$ cat src/hw/rtl/flash_settings_save_sequencer_top_assert.svh
// ---------------------------------------------------------------------------
// flash_settings_save_sequencer_top_assert.svh
// Assertion macros for the save sequencer.
// ---------------------------------------------------------------------------
`ifndef FLASH_SETTINGS_SAVE_SEQUENCER_TOP_ASSERT_SVH
`define FLASH_SETTINGS_SAVE_SEQUENCER_TOP_ASSERT_SVH

// Same-cycle implication, disabled in reset.
`define FSS_ASSERT_IMPL(label, clk, rst_n, ante, cons, msg) \
    label: assert property (@(posedge clk) disable iff (!rst_n) (ante) |-> (cons)) \
        else $error(msg);

// Next-cycle implication, disabled in reset.
`define FSS_ASSERT_NEXT(label, clk, rst_n, ante, cons, msg) \
    label: assert property (@(posedge clk) disable iff (!rst_n) (ante) |=> (cons)) \
        else $error(msg);

`endif

$ cat src/hw/rtl/fss_pkg.sv
`timescale 1ns / 1ps
// ---------------------------------------------------------------------------
// fss_pkg
// Shared constants and types for the flash settings save sequencer.
// ---------------------------------------------------------------------------
package fss_pkg;

    localparam int PAGE_BYTES   = 256;
    localparam int SECTOR_BYTES = 4096;
    localparam int SECTOR_COUNT = 512;

    localparam int PAGE_SHIFT   = $clog2(PAGE_BYTES);
    localparam int SECTOR_SHIFT = $clog2(SECTOR_BYTES);

    localparam int SECTOR_W    = $clog2(SECTOR_COUNT);
    localparam int COMMON_W    = 13;
    localparam int MODELS_W    = 14;
    localparam int ADDR_W      = 21;
    localparam int OFFSET_W    = 13;
    localparam int COUNT_W     = 9;
    localparam int INDEX_W     = 6;
    localparam int PHASE_W     = 4;
    localparam int CMD_W       = 2;
    localparam int CFG_INDEX_W = 3;
    localparam int CFG_DATA_W  = 14;
    // size / offset arithmetic: page offset and sizes plus one bit of headroom
    localparam int CALC_W      = INDEX_W + PAGE_SHIFT + 1;

    // command codes
    localparam logic [CMD_W-1:0] CMD_NONE    = 2'd0;
    localparam logic [CMD_W-1:0] CMD_SNAP    = 2'd1;
    localparam logic [CMD_W-1:0] CMD_ERASE   = 2'd2;
    localparam logic [CMD_W-1:0] CMD_PROGRAM = 2'd3;

    // register indexes
    localparam logic [CFG_INDEX_W-1:0] REG_BACKUP_SECTOR  = 3'd0;
    localparam logic [CFG_INDEX_W-1:0] REG_PRIMARY_SECTOR = 3'd1;
    localparam logic [CFG_INDEX_W-1:0] REG_MODELS_SECTOR  = 3'd2;
    localparam logic [CFG_INDEX_W-1:0] REG_COMMON_BYTES   = 3'd3;
    localparam logic [CFG_INDEX_W-1:0] REG_MODELS_BYTES   = 3'd4;

    typedef struct packed {
        logic [CMD_W-1:0]    command;
        logic                region;
        logic [ADDR_W-1:0]   flash_address;
        logic [OFFSET_W-1:0] source_offset;
        logic [COUNT_W-1:0]  byte_count;
        logic                saving;
    } result_t;

endpackage

$ cat src/hw/rtl/flash_settings_save_sequencer_top.sv
`timescale 1ns / 1ps
// ---------------------------------------------------------------------------
// flash_settings_save_sequencer_top
// Save sequencer: snapshot, then erase/program backup, primary and model
// sectors page by page, polling the flash busy bit between commands.
// ---------------------------------------------------------------------------
//
//  Channel | Handshake            | Payload
//  --------+----------------------+----------------------------------------
//  in      | in_valid / in_stall  | save_request, flash_busy
//  out     | out_valid / out_stall| command, region, flash_address,
//          |                      | source_offset, byte_count, saving
//  cfg     | cfg_valid / cfg_ready| cfg_index, cfg_data
//
//  One item per cycle while in_stall is low. Each accepted item advances the
//  phase machine once; its result, computed in the same cycle, is registered
//  into the output register, or into the skid while the output is held. The
//  two-entry output stage (output register plus skid) keeps input accepting
//  while a result waits; in_stall rises only when the skid entry is occupied.
//  Reset clears the phase machine, the request latch and the output valids;
//  config registers reset to their defaults.
module flash_settings_save_sequencer_top
(
    input  logic                            clk,
    input  logic                            rst_n,

    input  logic                            in_valid,
    output logic                            in_stall,
    input  logic                            save_request,
    input  logic                            flash_busy,

    output logic                            out_valid,
    input  logic                            out_stall,
    output logic [fss_pkg::CMD_W-1:0]       command,
    output logic                            region,
    output logic [fss_pkg::ADDR_W-1:0]      flash_address,
    output logic [fss_pkg::OFFSET_W-1:0]    source_offset,
    output logic [fss_pkg::COUNT_W-1:0]     byte_count,
    output logic                            saving,

    input  logic                            cfg_valid,
    output logic                            cfg_ready,
    input  logic [fss_pkg::CFG_INDEX_W-1:0] cfg_index,
    input  logic [fss_pkg::CFG_DATA_W-1:0]  cfg_data
);

    // phase codes
    localparam logic [fss_pkg::PHASE_W-1:0] PH_IDLE         = 4'd0;
    localparam logic [fss_pkg::PHASE_W-1:0] PH_SNAP         = 4'd1;
    localparam logic [fss_pkg::PHASE_W-1:0] PH_ERASE_B      = 4'd2;
    localparam logic [fss_pkg::PHASE_W-1:0] PH_WAIT_ERASE_B = 4'd3;
    localparam logic [fss_pkg::PHASE_W-1:0] PH_WRITE_B      = 4'd4;
    localparam logic [fss_pkg::PHASE_W-1:0] PH_WAIT_WRITE_B = 4'd5;
    localparam logic [fss_pkg::PHASE_W-1:0] PH_ERASE_A      = 4'd6;
    localparam logic [fss_pkg::PHASE_W-1:0] PH_WAIT_ERASE_A = 4'd7;
    localparam logic [fss_pkg::PHASE_W-1:0] PH_WRITE_A      = 4'd8;
    localparam logic [fss_pkg::PHASE_W-1:0] PH_WAIT_WRITE_A = 4'd9;
    localparam logic [fss_pkg::PHASE_W-1:0] PH_ERASE_M      = 4'd10;
    localparam logic [fss_pkg::PHASE_W-1:0] PH_WAIT_ERASE_M = 4'd11;
    localparam logic [fss_pkg::PHASE_W-1:0] PH_WRITE_M      = 4'd12;
    localparam logic [fss_pkg::PHASE_W-1:0] PH_WAIT_WRITE_M = 4'd13;
    localparam logic [fss_pkg::PHASE_W-1:0] PH_DONE         = 4'd14;

    localparam int W = fss_pkg::CALC_W;

    // ---------------- configuration registers ----------------
    logic [fss_pkg::SECTOR_W-1:0] backup_sector_reg;
    logic [fss_pkg::SECTOR_W-1:0] primary_sector_reg;
    logic [fss_pkg::SECTOR_W-1:0] models_sector_reg;
    logic [fss_pkg::COMMON_W-1:0] common_bytes_reg;
    logic [fss_pkg::MODELS_W-1:0] models_bytes_reg;

    assign cfg_ready = 1'b1;

    always_ff @(posedge clk or negedge rst_n)
    begin
        if (!rst_n)
        begin
            backup_sector_reg  <= fss_pkg::SECTOR_W'(0);
            primary_sector_reg <= fss_pkg::SECTOR_W'(1);
            models_sector_reg  <= fss_pkg::SECTOR_W'(2);
            common_bytes_reg   <= fss_pkg::COMMON_W'(256);
            models_bytes_reg   <= fss_pkg::MODELS_W'(4096);
        end
        else if (cfg_valid && cfg_ready)
        begin
            case (cfg_index)
                fss_pkg::REG_BACKUP_SECTOR:
                    backup_sector_reg <= cfg_data[fss_pkg::SECTOR_W-1:0];
                fss_pkg::REG_PRIMARY_SECTOR:
                    primary_sector_reg <= cfg_data[fss_pkg::SECTOR_W-1:0];
                fss_pkg::REG_MODELS_SECTOR:
                    models_sector_reg <= cfg_data[fss_pkg::SECTOR_W-1:0];
                fss_pkg::REG_COMMON_BYTES:
                    common_bytes_reg <= cfg_data[fss_pkg::COMMON_W-1:0];
                fss_pkg::REG_MODELS_BYTES:
                    models_bytes_reg <= cfg_data[fss_pkg::MODELS_W-1:0];
                default:
                    ;
            endcase
        end
    end

    // ---------------- sequencer state ----------------
    logic [fss_pkg::PHASE_W-1:0] phase_reg, phase_next;
    logic                        request_pending_reg, request_pending_next;
    logic [fss_pkg::INDEX_W-1:0] page_index_reg, page_index_next;
    logic [fss_pkg::INDEX_W-1:0] page_total_reg, page_total_next;

    logic in_fire;
    logic skid_valid_reg;
    logic out_valid_reg;

    assign in_stall = skid_valid_reg;
    assign in_fire  = in_valid && !in_stall;

    // Shared page-program datapath: the active write phase picks its sector
    // and block size, one offset/remaining/chunk calculation serves all three.
    logic [fss_pkg::SECTOR_W-1:0] wr_sector;
    logic [W-1:0]                 wr_size;
    logic [W-1:0]                 wr_offset;
    logic [W-1:0]                 wr_remain;
    logic [W-1:0]                 wr_chunk;
    logic [fss_pkg::ADDR_W-1:0]   wr_page_addr;
    logic [fss_pkg::ADDR_W-1:0]   erase_addr;
    logic [fss_pkg::SECTOR_W-1:0] erase_sector;
    logic [W-1:0]                 models_pages;

    always_comb
    begin
        case (phase_reg)
            PH_WRITE_A:
            begin
                wr_sector = primary_sector_reg;
                wr_size   = W'(common_bytes_reg);
            end
            PH_WRITE_M:
            begin
                wr_sector = models_sector_reg;
                wr_size   = W'(models_bytes_reg);
            end
            default:
            begin
                wr_sector = backup_sector_reg;
                wr_size   = W'(common_bytes_reg);
            end
        endcase

        case (phase_reg)
            PH_ERASE_A: erase_sector = primary_sector_reg;
            PH_ERASE_M: erase_sector = models_sector_reg;
            default:    erase_sector = backup_sector_reg;
        endcase
    end

    assign wr_offset = W'(page_index_reg) << fss_pkg::PAGE_SHIFT;
    assign wr_remain = (wr_size > wr_offset) ? (wr_size - wr_offset) : W'(0);
    assign wr_chunk  = (wr_remain < W'(fss_pkg::PAGE_BYTES)) ?
                       wr_remain : W'(fss_pkg::PAGE_BYTES);

    // page address = (first page of sector + index) * page size, 21-bit wrap
    assign wr_page_addr =
        (((fss_pkg::ADDR_W'(wr_sector) << fss_pkg::SECTOR_SHIFT) >> fss_pkg::PAGE_SHIFT)
         + fss_pkg::ADDR_W'(page_index_reg)) << fss_pkg::PAGE_SHIFT;
    assign erase_addr = fss_pkg::ADDR_W'(erase_sector) << fss_pkg::SECTOR_SHIFT;

    // ceil(models_bytes / page)
    assign models_pages = (W'(models_bytes_reg) + W'(fss_pkg::PAGE_BYTES - 1))
                          >> fss_pkg::PAGE_SHIFT;

    fss_pkg::result_t res;

    always_comb
    begin
        phase_next           = phase_reg;
        request_pending_next = request_pending_reg | save_request;
        page_index_next      = page_index_reg;
        page_total_next      = page_total_reg;
        res                  = '0;

        case (phase_reg)
            PH_IDLE:
            begin
                if (request_pending_next)
                begin
                    request_pending_next = 1'b0;
                    phase_next           = PH_SNAP;
                end
            end
            PH_SNAP:
            begin
                res.command = fss_pkg::CMD_SNAP;
                phase_next  = PH_ERASE_B;
            end
            PH_ERASE_B, PH_ERASE_A, PH_ERASE_M:
            begin
                res.command       = fss_pkg::CMD_ERASE;
                res.flash_address = erase_addr;
                phase_next        = phase_reg + fss_pkg::PHASE_W'(1);
            end
            PH_WAIT_ERASE_B, PH_WAIT_ERASE_A:
            begin
                if (!flash_busy)
                begin
                    page_index_next = '0;
                    phase_next      = phase_reg + fss_pkg::PHASE_W'(1);
                end
            end
            PH_WAIT_ERASE_M:
            begin
                if (!flash_busy)
                begin
                    page_index_next = '0;
                    page_total_next = models_pages[fss_pkg::INDEX_W-1:0];
                    phase_next      = PH_WRITE_M;
                end
            end
            PH_WRITE_B, PH_WRITE_A, PH_WRITE_M:
            begin
                // common blocks stop on zero remaining, models on page count
                if ((phase_reg == PH_WRITE_M) ? (page_index_reg >= page_total_reg)
                                              : (wr_remain == W'(0)))
                begin
                    case (phase_reg)
                        PH_WRITE_B: phase_next = PH_ERASE_A;
                        PH_WRITE_A: phase_next = PH_ERASE_M;
                        default:    phase_next = PH_DONE;
                    endcase
                end
                else
                begin
                    res.command       = fss_pkg::CMD_PROGRAM;
                    res.region        = (phase_reg == PH_WRITE_M);
                    res.flash_address = wr_page_addr;
                    res.source_offset = wr_offset[fss_pkg::OFFSET_W-1:0];
                    res.byte_count    = wr_chunk[fss_pkg::COUNT_W-1:0];
                    phase_next        = phase_reg + fss_pkg::PHASE_W'(1);
                end
            end
            PH_WAIT_WRITE_B, PH_WAIT_WRITE_A, PH_WAIT_WRITE_M:
            begin
                if (!flash_busy)
                begin
                    page_index_next = page_index_reg + fss_pkg::INDEX_W'(1);
                    phase_next      = phase_reg - fss_pkg::PHASE_W'(1);
                end
            end
            default:
            begin
                // done and unused codes
                phase_next = PH_IDLE;
            end
        endcase

        res.saving = (phase_next != PH_IDLE);
    end

    always_ff @(posedge clk or negedge rst_n)
    begin
        if (!rst_n)
        begin
            phase_reg           <= PH_IDLE;
            request_pending_reg <= 1'b0;
            page_index_reg      <= '0;
            page_total_reg      <= '0;
        end
        else if (in_fire)
        begin
            phase_reg           <= phase_next;
            request_pending_reg <= request_pending_next;
            page_index_reg      <= page_index_next;
            page_total_reg      <= page_total_next;
        end
    end

    // ---------------- output register + skid ----------------
    fss_pkg::result_t out_reg;
    fss_pkg::result_t skid_reg;
    logic             out_load;

    assign out_load = !out_valid_reg || !out_stall;

    always_ff @(posedge clk or negedge rst_n)
    begin
        if (!rst_n)
        begin
            out_valid_reg  <= 1'b0;
            skid_valid_reg <= 1'b0;
        end
        else
        begin
            if (out_load)
            begin
                out_valid_reg <= skid_valid_reg || in_fire;
            end
            if (skid_valid_reg && !out_stall)
            begin
                skid_valid_reg <= 1'b0;
            end
            else if (in_fire && !out_load)
            begin
                skid_valid_reg <= 1'b1;
            end
        end
    end

    always_ff @(posedge clk)
    begin
        if (out_load)
        begin
            out_reg <= skid_valid_reg ? skid_reg : res;
        end
        if (in_fire && !out_load)
        begin
            skid_reg <= res;
        end
    end

    assign out_valid     = out_valid_reg;
    assign command       = out_reg.command;
    assign region        = out_reg.region;
    assign flash_address = out_reg.flash_address;
    assign source_offset = out_reg.source_offset;
    assign byte_count    = out_reg.byte_count;
    assign saving        = out_reg.saving;

    // ---------------- assertions ----------------
`include "flash_settings_save_sequencer_top_assert.svh"

    // skid entry only fills behind a held output
    `FSS_ASSERT_IMPL(a_skid_behind_out, clk, rst_n, skid_valid_reg, out_valid_reg, "skid valid without output valid")
    // a page program never carries an empty chunk
    `FSS_ASSERT_IMPL(a_program_nonempty, clk, rst_n, out_valid_reg && (command == fss_pkg::CMD_PROGRAM), byte_count != '0, "program item with zero byte count")
    // erase items come from inside a running sequence
    `FSS_ASSERT_IMPL(a_erase_saving, clk, rst_n, out_valid_reg && (command == fss_pkg::CMD_ERASE), saving, "erase item while not saving")
    // a request during a sequence stays latched
    `FSS_ASSERT_NEXT(a_request_held, clk, rst_n, in_fire && save_request && (phase_reg != PH_IDLE), request_pending_reg, "save request lost while busy")

endmodule
$ cat config.mk
export PLATFORM = sky130hd
export DESIGN_NAME = flash_settings_save_sequencer_top
export DESIGN_NICKNAME = d
export VERILOG_FILES = /design/src/hw/rtl/fss_pkg.sv /design/src/hw/rtl/flash_settings_save_sequencer_top.sv
export VERILOG_INCLUDE_DIRS = /design/src /design/src/hw/rtl
export SDC_FILE = /design/constraint.sdc
export NUM_CORES = 1
export LEC_CHECK = 0
export BUFFER_PORTS_ARGS = -buffer_cell sky130_fd_sc_hd__buf_2
export CORE_ASPECT_RATIO = 0.75
export CORE_MARGIN = 2
export CORE_UTILIZATION = 45
export DETAILED_ROUTE_END_ITERATION = 8
export HOLD_SLACK_MARGIN = 0.06
export SLEW_MARGIN = 10
export SYNTH_ARGS = -nofsm -noshare
export SYNTH_HDL_FRONTEND = slang
export SYNTH_SLANG_ARGS = --single-unit
$ cat constraint.sdc
create_clock -name clk -period 4.8 [get_ports clk]
set_clock_uncertainty 0.05 [all_clocks]
set_input_delay 0.48 -clock clk [delete_from_list [all_inputs] [get_ports clk]]
set_output_delay 0.48 -clock clk [all_outputs]
set_load 0.005 [all_outputs]
==> impl_results.rst, run 1 <==
.. list-table::
   :header-rows: 1

   * - Metric
     - Value
   * - Minimum period implied by the final worst setup slack
     - about 4200 ps
   * - Post-CTS Resized
     - 0
   * - Total I/O pin count
     - 74
   * - Clock buffer count from CTS
     - 17
   * - Final setup fails
     - 0
   * - Effective utilization at floorplan
     - between 40% and 50%
   * - CP cell instances
     - inv_1 > ha_1 > nand3_4 > mux2_2 > ha_1 > o21ai_1 > a21oi_1 > o21ai_0 > or3b_2 > a211oi_4 > nor3_4 > buf_4 > a22o_1 > mux2_2
   * - Worst-path clk slew
     - ~60 ps
   * - Fraction of power consumed by combinational cells
     - 35.8%
   * - Routed wire length
     - between 15 and 20 mm
   * - Leakage power summed over all cells
     - between 3 and 4 nW
   * - F_max
     - 237 MHz
   * - Top FF cell, synth
     - sky130_fd_sc_hd__dfrtp_1
   * - Vias in the first global route
     - 4609
   * - Outcome
     - completed
   * - Sequential share of power
     - ~36%
   * - CTS H-Tree Depth
     - 4
   * - Later-pin clock latency in the skew report
     - roughly 420 ps
   * - Reg2Reg Launch Point
     - phase_reg[0]$_DFFE_PN0P_
   * - Mapped Avg Cell Area
     - 11.5 um2
   * - CTS Hold Bufs
     - 0
   * - Cell type group with the largest total delay on the critical path
     - compound AO/OA/AOI/OAI gates
   * - Post-layout nets
     - a little over 700
   * - Share of the yosys chip area belonging to registers
     - between 50% and 60%
   * - Netlist area before placement
     - roughly 0.0071 mm2
   * - Chip width
     - approximately 150 um
   * - CP Data Arrival Time
     - 4340 ps
   * - Power per cell area
     - between 500 and 600 mW/mm2
   * - Max-slew violation count
     - 0
   * - Placeable core area
     - approximately 0.015 mm2
   * - Total iterations of the first detailed-routing run
     - 5
   * - Depth of the worst register-to-register path
     - 14
   * - Gr usage total
     - between 20% and 30%
   * - Aggregate global routing overflow
     - 0
   * - Non-Filler Instances
     - between 800 and 900
   * - Syn. warnings
     - 0
   * - Final hold violation count
     - 0
   * - Number of enable flip-flop cells after synthesis
     - between 60 and 70
   * - Nature of the critical path startpoint
     - register
   * - Maximum Capacitance Violations
     - 0
   * - Final total negative setup slack
     - 0 ps
   * - Kind of end point of the critical path
     - register
   * - Root Buffer
     - sky130_fd_sc_hd__clkbuf_16
   * - Clock tree from TritonCTS
     - yes
   * - Share of async-settable or async-resettable flops after synthesis
     - between 50% and 60%
   * - Placed cell count
     - between 800 and 900
   * - Mean number of vias per cell
     - between 5 and 6
   * - Antenna violations before repair
     - 0
   * - Area Overhead vs Synth
     - 14.6%
   * - Number of diodes added for antenna fixing
     - 0
   * - WL per Instance
     - between 15 and 20 um
   * - Share of post-route cells with drive strength above 1
     - 27.3%
   * - CP Class
     - register to register
   * - Wire length of the first global-routing pass
     - ~26 mm
   * - Maximum number of pins on one net before global-route repair
     - between 50 and 60
   * - Max Fanout on Critical Path
     - 9
   * - Count of vias placed by the detailed router
     - around 4800
   * - Initial DRC count
     - between 300 and 400
   * - Maximum cell stage delay along the critical path
     - 510 ps
   * - Reg2Reg Capture Point
     - flash_address[12]$_DFFE_PP_
   * - Final worst-path cycle share
     - roughly nine tenths
   * - Routability cong.
     - slightly above 0.9
   * - Post-CTS setup buffer count
     - 0
   * - Reg-to-reg setup timing slack
     - 570 ps
   * - Switching share of power
     - between 30 and 40%
   * - Total number of placement rows
     - 39
   * - Flip-flop count of the largest register after layout
     - 31
   * - Synthesized instance count
     - 621
   * - HPWL Detailed
     - 12.2 mm
   * - Required time reported for the critical path endpoint
     - between 4000 and 5000 ps
   * - Unique cell type count in the Yosys netlist
     - 60
   * - Maximum vdd drop
     - 0.303 mV
   * - Clock tree sinks
     - 135
   * - Die Ht
     - ~110 um
   * - Pin slew with the least headroom to its limit
     - between 1000 and 1500 ps
   * - Rel. slew slack
     - between 20% and 30%
   * - Final core utilization
     - between 50% and 60%
   * - Flops & latches, synth
     - approximately 140
   * - NetSw
     - approximately 1.7 mW
   * - Buffer and inverter count on the worst path
     - 2
   * - Relative contribution of the clock network to total power
     - between 20% and 30%
   * - IO buf count
     - 56
   * - Post-DRT Antenna Nets
     - 0
   * - DIE AREA
     - about 0.017 mm2
   * - Worst hold path type
     - input pin to asynchronous set/reset pin
   * - Critical-path cell with the highest stage delay
     - sky130_fd_sc_hd__or3b_2
   * - # DRC
     - 0
   * - RSZ-0062 raised after global routing
     - false
   * - Power Internal
     - approximately 3 mW
   * - Maximum buffer depth of the clock tree
     - 2
[worst max-delay path by stage]
stage / startpoint / to / cells past startpoint
final: phase_reg[0]$_DFFE_PN0P_ / flash_address[12]$_DFFE_PP_ / 14
after global routing: phase_reg[0]$_DFFE_PN0P_ / flash_address[13]$_DFFE_PP_ / 13
after CTS: phase_reg[0]$_DFFE_PN0P_ / flash_address[12]$_DFFE_PP_ / 14
after detailed placement: phase_reg[0]$_DFFE_PN0P_ / flash_address[12]$_DFFE_PP_ / 14
after global placement: phase_reg[0]$_DFFE_PN0P_ / flash_address[12]$_DFFE_PP_ / 14
after floorplan: phase_reg[0]$_DFFE_PN0P_ / flash_address[18]$_DFFE_PP_ / 15
[cell type report]
class                   instances  area (um2)
inverters                      31         116
repair buffers                 67         363
multi-input cells             427        3130
clock buffers                  19         433
flip-flops and latches        135        3690
fillers                      1412        7200
clock inverters                13         170
well taps                     205         256
[metrics by stage]
stage / worst slack, ps / hold WS, ps / power (mW) / area (um2)
2_1_floorplan: 598 / 134 / 2.84 / 7180
3_3_place_gp: 640 / 420 / 3.34 / 7560
3_5_place_dp: 601 / 426 / 3.35 / 7560
4_1_cts: 588 / 113 / 4.69 / 8170
5_1_grt: 270 / 137 / 4.96 / 8170
6_report: 574 / 95.3 / 4.68 / 8170
[cell families (layout without fill, tap and decap cells)]
family,after synthesis,in the layout,share of synthesized area [%]
AOI/OAI and AO/OA,107,107,10.1
and+or+nand+nor,160,160,10.7
adders and majority gates,23,23,4.25
muxes,102,102,15.6
other,2,17,0.105
xor gates and xnor gates,18,18,2.21
buffers and inverters,74,130,5.14
DFF,135,135,51.8
[synth_stat cells, drive strengths merged (4+ instances only)]
cell type | number | area, um2
nor3 | 11 | 66.3
nor4 | 7 | 43.8
a21oi | 22 | 110
buf | 26 | 186
a21o | 6 | 45.0
xor2 | 5 | 43.8
xnor2 | 13 | 114
nor2 | 43 | 161
dfstp | 4 | 105
nand2 | 66 | 248
a22o | 8 | 70.1
o31ai | 10 | 85.1
nor2b | 6 | 37.5
dfrtp | 69 | 1730
mux2i | 28 | 280
clkbuf | 17 | 63.8
mux2 | 74 | 833
inv | 31 | 116
nand3 | 9 | 57.6
o21ai | 41 | 205
edfxtp | 62 | 1860
ha | 21 | 263
[metal layers]
metal  part of all wire, %  vias up  global-route usage (%)  wire (um)
met5                     0        -                       0          0
met4                   1.1        0                    5.08        185
met3                   7.4       17                    6.01       1240
met2                    41      152                    28.3       6790
met1                    51     2363                    32.0       8500
li1                      -     2311                       -          -
[cells in the final DEF, fill, tap and decap left out, types with 21 or more instances in the layout]
master	n
sky130_fd_sc_hd__dfrtp_1	69
sky130_fd_sc_hd__mux2_2	73
sky130_fd_sc_hd__mux2i_1	28
sky130_fd_sc_hd__nor2_1	42
sky130_fd_sc_hd__edfxtp_1	62
sky130_fd_sc_hd__o21ai_0	40
sky130_fd_sc_hd__ha_1	21
sky130_fd_sc_hd__buf_2	56
sky130_fd_sc_hd__nand2_1	66
sky130_fd_sc_hd__inv_1	31
sky130_fd_sc_hd__a21oi_1	22
[worst reg2reg max path: stages (launching register included)]
cell,delay (ps)
sky130_fd_sc_hd__dfrtp_1,500
sky130_fd_sc_hd__inv_1,140
sky130_fd_sc_hd__ha_1,270
sky130_fd_sc_hd__nand3_4,150
sky130_fd_sc_hd__mux2_2,360
sky130_fd_sc_hd__ha_1,340
sky130_fd_sc_hd__o21ai_1,150
sky130_fd_sc_hd__a21oi_1,80
sky130_fd_sc_hd__o21ai_0,150
sky130_fd_sc_hd__or3b_2,510
sky130_fd_sc_hd__a211oi_4,400
sky130_fd_sc_hd__nor3_4,120
sky130_fd_sc_hd__buf_4,240
sky130_fd_sc_hd__a22o_1,250
sky130_fd_sc_hd__mux2_2,260
[power by group through the flow]
stage / sequential (mW) / combinational (mW) / clock, mW
CTS: 1.67 / 1.66 / 1.36
detailed placement: 1.69 / 1.66 / 0
global route: 1.70 / 1.84 / 1.41
floorplan: 1.65 / 1.19 / 0
finish: 1.67 / 1.68 / 1.33
global placement: 1.68 / 1.65 / 0
No activity file was read; power rests on OpenSTA's default activity.
==> run 2: changes to the inputs <==
==> constraint.sdc (replaced) <==
create_clock -name clk -period 4.8 [get_ports clk]
set_clock_uncertainty 0.05 [all_clocks]
set_input_delay 0.24 -clock clk [delete_from_list [all_inputs] [get_ports clk]]
set_output_delay 0.24 -clock clk [all_outputs]
set_load 0.005 [all_outputs]
==> run 2 against run 1 <==
Against the previous run:
- cell count rose by 0.89%
- setup slack improved by 30 ps
- fmax rose by 0.72%
- routed wire length fell by 0.32%
- flip-flop and latch count did not move
- hold slack got worse by 20 ps
- die area did not move
- count of clock-buffer cells in the layout rose by 1
- clock power barely moved
- total power rose by 0.55%
- core utilization rose by 0.61 points
- register-to-register slack improved by 30 ps
- critical path type unchanged
- largest cell class unchanged
==> impl_results.rst, run 2 (same netlist as run 1, synthesis figures left out) <==
.. list-table::
   :header-rows: 1

   * - Metric
     - Value
   * - Final setup fails
     - 0 (unchanged)
   * - Reg-to-reg setup timing slack
     - 600 ps (+30 ps)
   * - Post-DRT Antenna Nets
     - 0 (unchanged)
   * - Power Internal
     - 3.05 mW (+1.6%)
   * - Switching share of power
     - 35.1% (-0.66 points)
   * - WL per Instance
     - 18.4 um (-1.2%)
   * - Most common cell after layout, fill and taps aside
     - sky130_fd_sc_hd__mux2_2
   * - Maximum Capacitance Violations
     - 0 (unchanged)
   * - Area taken by flip-flops and latches
     - 0.00369 mm2 (unchanged)
   * - Final-layout fill cell count
     - 1392 (-1.4%)
   * - Number of diodes added for antenna fixing
     - 0 (unchanged)
   * - IO buf count
     - 56 (unchanged)
   * - Final hold violation count
     - 0 (unchanged)
   * - Pin slew with the least headroom to its limit
     - 1180 ps (+13.2 ps)
   * - Clock tree from TritonCTS
     - yes
   * - Commonest cells after routing, fill and taps aside
     - 73 x sky130_fd_sc_hd__mux2_2, 69 x sky130_fd_sc_hd__dfrtp_1, 66 x sky130_fd_sc_hd__nand2_1
   * - Leakage power summed over all cells
     - 3.53 nW (+0.84%)
   * - Placed Instance Area
     - 0.00756 mm2 (unchanged)
   * - Total I/O pin count
     - 74 (unchanged)
   * - Antenna violations before repair
     - 0 (unchanged)
   * - Maximum vdd drop
     - 0.253 mV (-16%)
   * - Maximum buffer depth of the clock tree
     - 2 (unchanged)
   * - Aggregate global routing overflow
     - 0 (unchanged)
   * - Final Instance Area
     - 0.00826 mm2 (+1.1%)
   * - Max Fanout on Critical Path
     - 9 (unchanged)
   * - CTS H-Tree Depth
     - 4 (unchanged)
   * - Kind of end point of the critical path
     - register
   * - Nature of the critical path startpoint
     - register
   * - Sequential share of power
     - 35.6% (about the same)
   * - Non-Filler Instances
     - 905 (+0.89%)
   * - Rel. slew slack
     - 20.9% (-0.49 points)
   * - Final total negative setup slack
     - 0 ps (unchanged)
   * - Later-pin clock latency in the skew report
     - 420 ps (about the same)
   * - RSZ-0062 raised after global routing
     - false
   * - Area Overhead vs Synth
     - 15.9%
   * - Combined area of the multi-input logic cells
     - 0.00313 mm2 (unchanged)
   * - Worst hold path type
     - input pin to register
   * - CP Data Arrival Time
     - 4320 ps (-20 ps)
   * - # DRC
     - 0 (unchanged)
   * - Routed wire length
     - 16.7 mm (-0.32%)
   * - Post-layout nets
     - 734 (+1.1%)
   * - Chip width
     - 149 um (unchanged)
   * - Total number of placement rows
     - 39 (unchanged)
   * - Clock buffer count from CTS
     - 17 (unchanged)
   * - Power per cell area
     - 569 mW/mm2 (-0.60%)
   * - Effective utilization at floorplan
     - 46.4% (unchanged)
   * - Total iterations of the first detailed-routing run
     - 5 (unchanged)
   * - Share of post-route cells with drive strength above 1
     - 27.0% (-0.31 points)
   * - HPWL Detailed
     - 12.1 mm (-1.3%)
   * - Placeable core area
     - 0.0154 mm2 (unchanged)
   * - Mean number of vias per cell
     - 5.36 (-0.68%)
   * - Count of vias placed by the detailed router
     - 4853 (+0.21%)
   * - Die Ht
     - 113 um (unchanged)
   * - Gr usage total
     - 21.0% (+0.32 points)
   * - Root Buffer
     - sky130_fd_sc_hd__clkbuf_16
   * - Vias in the first global route
     - 4705 (+2.1%)
   * - Required time reported for the critical path endpoint
     - 4920 ps (about the same)
   * - F_max
     - 238 MHz (+0.72%)
   * - Maximum number of pins on one net before global-route repair
     - 74 (+42%)
   * - DIE AREA
     - 0.0169 mm2 (unchanged)
   * - Worst-path clk slew
     - 60 ps (about the same)
   * - Placed cell count
     - 865 (unchanged)
   * - Flip-flop count of the largest register after layout
     - 31 (unchanged)
   * - Worst Hold Margin
     - 75.8 ps (-19.5 ps)
   * - Clock tree sinks
     - 135 (unchanged)
   * - NetSw
     - 1.65 mW (-1.3%)
   * - Relative contribution of the clock network to total power
     - 28.8% (+0.3 points)
   * - Final core utilization
     - 53.7% (+0.61 points)
   * - Routability cong.
     - 0.933 (about the same)
   * - Max-slew violation count
     - 0 (unchanged)
   * - CP Class
     - register to register
   * - Wire length of the first global-routing pass
     - 26.4 mm (+1.6%)
   * - Outcome
     - completed
   * - Initial DRC count
     - 303 (-13%)
   * - Minimum period implied by the final worst setup slack
     - 4200 ps (-30.0 ps)
   * - Final worst-path cycle share
     - 87.4% (-0.63 points)
   * - Fraction of power consumed by combinational cells
     - 35.6% (-0.2 points)
-- run 2: path summary, 6_finish.rpt --
check | endpoint | depth (start not counted) | startpoint
setup / recovery | flash_address[12]$_DFFE_PP_ | 15 | phase_reg[0]$_DFFE_PN0P_
hold / removal | models_sector_reg[7]$_DFFE_PN0P_ | 2 | cfg_data[7]
setup reg to reg | flash_address[12]$_DFFE_PP_ | 15 | phase_reg[0]$_DFFE_PN0P_
hold reg to reg | page_total_reg[2]$_DFFE_PN0P_ | 2 | page_total_reg[2]$_DFFE_PN0P_
max in group asynchronous | page_index_reg[5]$_DFFE_PN0P_ | 3 | rst_n
min in group asynchronous | primary_sector_reg[6]$_DFFE_PN0P_ | 3 | rst_n
-- run 2: area by class of cell --
type / instances / share of cell area, %
Clock buffer: 20 / 5.29
Inverter: 31 / 1.41
Clock inverter: 12 / 2.18
Sequential cell: 135 / 44.7
Timing Repair Buffer: 75 / 5.36
Tap cell: 205 / 3.11
Multi-Input combinational cell: 427 / 37.9
-- run 2: timing repair --
item	in CTS	in global routing
hold buffers	8	0
endpoints found under the hold margin	80	0
resized for setup	0	0
endpoints found under the setup margin	0	0
buffers inserted	0	0
-- run 2: critical path, stage by stage (launching register included) --
cell	delay [ps]
sky130_fd_sc_hd__dfrtp_1	490
sky130_fd_sc_hd__inv_1	130
sky130_fd_sc_hd__ha_1	260
sky130_fd_sc_hd__nand3_4	160
sky130_fd_sc_hd__mux2i_1	280
sky130_fd_sc_hd__ha_1	190
sky130_fd_sc_hd__inv_1	50
sky130_fd_sc_hd__fa_1	410
sky130_fd_sc_hd__xor2_1	160
sky130_fd_sc_hd__nor4b_1	290
sky130_fd_sc_hd__o211ai_1	240
sky130_fd_sc_hd__a211oi_4	340
sky130_fd_sc_hd__nor3_4	130
sky130_fd_sc_hd__buf_4	240
sky130_fd_sc_hd__a22o_1	250
sky130_fd_sc_hd__mux2_2	260
-- run 2: stage by stage --
step / power [mW] / setup WS [ps]
floorplan: 2.84 / 598
global placement: 3.34 / 691
detailed placement: 3.34 / 622
CTS: 4.71 / 617
global route: 4.98 / 299
finish: 4.70 / 604
-- run 2: per-layer routing --
metal | up-vias | track usage (%) | share of wire [%]
met5 | - | 0 | 0
li1 | 2317 | - | -
met4 | 0 | 6.22 | 1.4
met3 | 20 | 4.76 | 6.2
met2 | 148 | 29.0 | 41
met1 | 2368 | 32.7 | 52
-- run 2: power groups by stage --
stage	Clock (mW)	Sequential, mW	Combinational (mW)
6_report	1.36	1.67	1.67
3_3_place_gp	0	1.68	1.65
5_1_grt	1.44	1.71	1.84
4_1_cts	1.37	1.67	1.66
2_1_floorplan	0	1.65	1.19
3_5_place_dp	0	1.69	1.65
==> run 3: changes to the inputs <==
--- a/config.mk
+++ b/config.mk
@@ -11,6 +11,7 @@
 export CORE_MARGIN = 2
 export CORE_UTILIZATION = 45
 export DETAILED_ROUTE_END_ITERATION = 8
+export GPL_TIMING_DRIVEN = 0
 export HOLD_SLACK_MARGIN = 0.06
 export SLEW_MARGIN = 10
 export SYNTH_ARGS = -nofsm -noshare
==> run 3 against run 2 <==
Against the previous run:
- clock power is essentially flat
- die area is the same
- core utilization grew 1.5 points
- highest routed layer unchanged
- critical path type unchanged
- flip-flop and latch count is the same
- largest power group is now combinational logic
==> impl_results.rst, run 3 (same netlist as run 1, synthesis figures left out) <==
.. list-table::
   :header-rows: 1

   * - Metric
     - Value
   * - Least setup slack across all paths after layout
     - 204 ps (-400 ps)
   * - Final total negative setup slack
     - 0 ps (unchanged)
   * - Later-pin clock latency in the skew report
     - 420 ps (about the same)
   * - Aggregate global routing overflow
     - 0 (unchanged)
   * - Power Internal
     - 3.08 mW (+0.85%)
   * - Sequential share of power
     - 35.2% (-0.4 points)
   * - Worst Hold Margin
     - 74.7 ps (-1.06 ps)
   * - Max Fanout on Critical Path
     - 10 (+1)
   * - Leakage power summed over all cells
     - 3.66 nW (+3.6%)
   * - Maximum vdd drop
     - 0.329 mV (+30%)
   * - Area taken by flip-flops and latches
     - 0.00369 mm2 (about the same)
   * - CTS H-Tree Depth
     - 4 (unchanged)
   * - Worst-path clk slew
     - 60 ps (about the same)
   * - Commonest cells after routing, fill and taps aside
     - 73 x sky130_fd_sc_hd__mux2_2, 68 x sky130_fd_sc_hd__dfrtp_1, 65 x sky130_fd_sc_hd__nand2_1
   * - Mean number of vias per cell
     - 5.29 (-1.4%)
   * - Routability cong.
     - 0.897 (-3.9%)
   * - Outcome
     - completed
   * - Final core utilization
     - 55.2% (+1.5 points)
   * - Vias in the first global route
     - 4834 (+2.7%)
   * - Maximum buffer depth of the clock tree
     - 2 (unchanged)
   * - Clock tree from TritonCTS
     - yes
   * - Rel. slew slack
     - 29.3% (+8.4 points)
   * - Post-layout nets
     - 767 (+4.5%)
   * - Depth of the worst register-to-register path
     - 15 (unchanged)
   * - Combined area of the multi-input logic cells
     - 0.00314 mm2 (about the same)
   * - Final worst-path cycle share
     - 95.7% (+8.3 points)
   * - Worst hold path type
     - input pin to register
   * - Min-Delay Path Depth
     - 2 (unchanged)
   * - Wire length of the first global-routing pass
     - 26.6 mm (+0.65%)
   * - Total I/O pin count
     - 74 (unchanged)
   * - Root Buffer
     - sky130_fd_sc_hd__clkbuf_16
   * - CP Data Arrival Time
     - 4710 ps (+390 ps)
   * - # DRC
     - 0 (unchanged)
   * - Initial DRC count
     - 480 (+58%)
   * - Maximum number of pins on one net before global-route repair
     - 62 (-16%)
   * - F_max
     - 218 MHz (-8.7%)
   * - Power per cell area
     - 559 mW/mm2 (-1.8%)
   * - Placed cell count
     - 898 (+3.8%)
   * - Antenna violations before repair
     - 0 (unchanged)
   * - Total iterations of the first detailed-routing run
     - 5 (unchanged)
   * - IO buf count
     - 56 (unchanged)
   * - Maximum cell stage delay along the critical path
     - 510 ps (+20 ps)
   * - Area Overhead vs Synth
     - 19.1%
   * - Most common cell after layout, fill and taps aside
     - sky130_fd_sc_hd__mux2_2
   * - Pin slew with the least headroom to its limit
     - 1050 ps (-128 ps)
   * - Share of post-route cells with drive strength above 1
     - 28.1% (+1.1 points)
   * - Post-Place Worst Slack
     - -119 ps (-741 ps)
   * - Critical-path cell with the highest stage delay
     - sky130_fd_sc_hd__or3b_2
   * - Fraction of power consumed by combinational cells
     - 35.4% (-0.2 points)
   * - Total number of placement rows
     - 39 (unchanged)
   * - Placeable core area
     - 0.0154 mm2 (unchanged)
   * - NetSw
     - 1.67 mW (+0.83%)
   * - Clock tree sinks
     - 135 (unchanged)
   * - Required time reported for the critical path endpoint
     - 4920 ps (about the same)
   * - HPWL Detailed
     - 12.3 mm (+2.0%)
   * - Switching share of power
     - 35.1% (about the same)
   * - Non-Filler Instances
     - 938 (+3.6%)
   * - Minimum period implied by the final worst setup slack
     - 4600 ps (+400 ps)
   * - Relative contribution of the clock network to total power
     - 29.4% (+0.6 points)
   * - Count of vias placed by the detailed router
     - 4959 (+2.2%)
   * - CP Class
     - register to register
   * - Final hold violation count
     - 0 (unchanged)
   * - Max-slew violation count
     - 0 (unchanged)
   * - Number of diodes added for antenna fixing
     - 0 (unchanged)
   * - Kind of end point of the critical path
     - register
   * - Final setup fails
     - 0 (unchanged)
   * - Post-CTS setup buffer count
     - 0 (unchanged)
   * - Chip width
     - 149 um (unchanged)
   * - Flip-flop count of the largest register after layout
     - 31 (unchanged)
   * - Gr usage total
     - 20.8% (-0.13 points)
   * - Setup crit start
     - phase_reg[0]$_DFFE_PN0P_
   * - Post-layout power
     - 4.74 mW (+0.84%)
   * - Post-DRT Antenna Nets
     - 0 (unchanged)
   * - Maximum Capacitance Violations
     - 0 (unchanged)
   * - Final-layout fill cell count
     - 1318 (-5.3%)
   * - Final Instance Area
     - 0.00849 mm2 (+2.7%)
   * - Source of the worst hold timing path
     - cfg_data[7]
   * - CP cell instances
     - inv_1 > ha_1 > nand3_4 > buf_2 > mux2_2 > ha_1 > o21ai_1 > a21oi_1 > o21ai_0 > or3b_2 > a211oi_4 > nor3_4 > buf_6 > a22o_1 > mux2_2
   * - DIE AREA
     - 0.0169 mm2 (unchanged)
   * - Nature of the critical path startpoint
     - register
   * - WL per Instance
     - 17.6 um (-4.2%)
   * - Reg-to-reg setup timing slack
     - 200 ps (-400 ps)
   * - Reg2Reg Launch Point
     - phase_reg[0]$_DFFE_PN0P_
   * - Die Ht
     - 113 um (unchanged)
   * - Routed wire length
     - 16.5 mm (-0.70%)
   * - Clock buffer count from CTS
     - 17 (unchanged)
   * - RSZ-0062 raised after global routing
     - false
   * - Placed Instance Area
     - 0.00776 mm2 (+2.5%)
   * - Effective utilization at floorplan
     - 46.4% (unchanged)
[run 3: cell types whose count changed in the layout (fill, tap and decap cells not counted), sizes merged]
cell | before | now
buf | 67 | 83
clkbuf | 20 | 34
inv | 31 | 36
clkinvlp | 5 | 2
clkinv | 3 | 4
[run 3: cell type report]
class,instances,share of cell area (%)
buffer,43,2.96
clock buffer,17,5.01
clock inverter,15,2.54
inverter,31,1.37
multi-input combinational,427,37.0
sequential,135,43.5
tap,205,3.02
timing repair buffer,65,4.60
[run 3: path summary, 6_finish.rpt]
check,end
max,flash_address[20]$_DFFE_PP_
min in group asynchronous,models_sector_reg[2]$_DFFE_PN0P_
max in group asynchronous,primary_sector_reg[0]$_DFFE_PN1P_
min,models_sector_reg[7]$_DFFE_PN0P_
max reg2reg,flash_address[20]$_DFFE_PP_
min reg2reg,page_total_reg[1]$_DFFE_PN0P_
[run 3: repair_timing]
action,CTS,global route
endpoints found under the hold margin,80,0
gates resized for setup,2,1
endpoints found under the setup margin,11,20
gates cloned,0,0
hold buffers,8,0
[run 3: critical path: cells and delay by family, from the launching register on]
family          cells  cell delay (ps)
fa+ha+maj           2              630
simple gates        3              840
mux                 2              670
buf+inv             3              600
compound gates      5             1080
flops               1              460
[run 3: power groups by stage]
stage / logic (mW) / registers (mW) / clock network (mW)
after floorplan: 1.19 / 1.65 / 0
after global placement: 1.62 / 1.68 / 0
after detailed placement: 1.64 / 1.69 / 0
after CTS: 1.67 / 1.67 / 1.42
after global routing: 1.86 / 1.70 / 1.47
final: 1.68 / 1.67 / 1.39
[run 3: routing by layer]
metal	wire length [um]	up-vias	GRT usage (%)
met4	139	0	5.02
met2	6850	149	29.8
met1	8730	2402	32.4
li1	-	2396	-
met3	827	12	4.40
met5	0	-	0
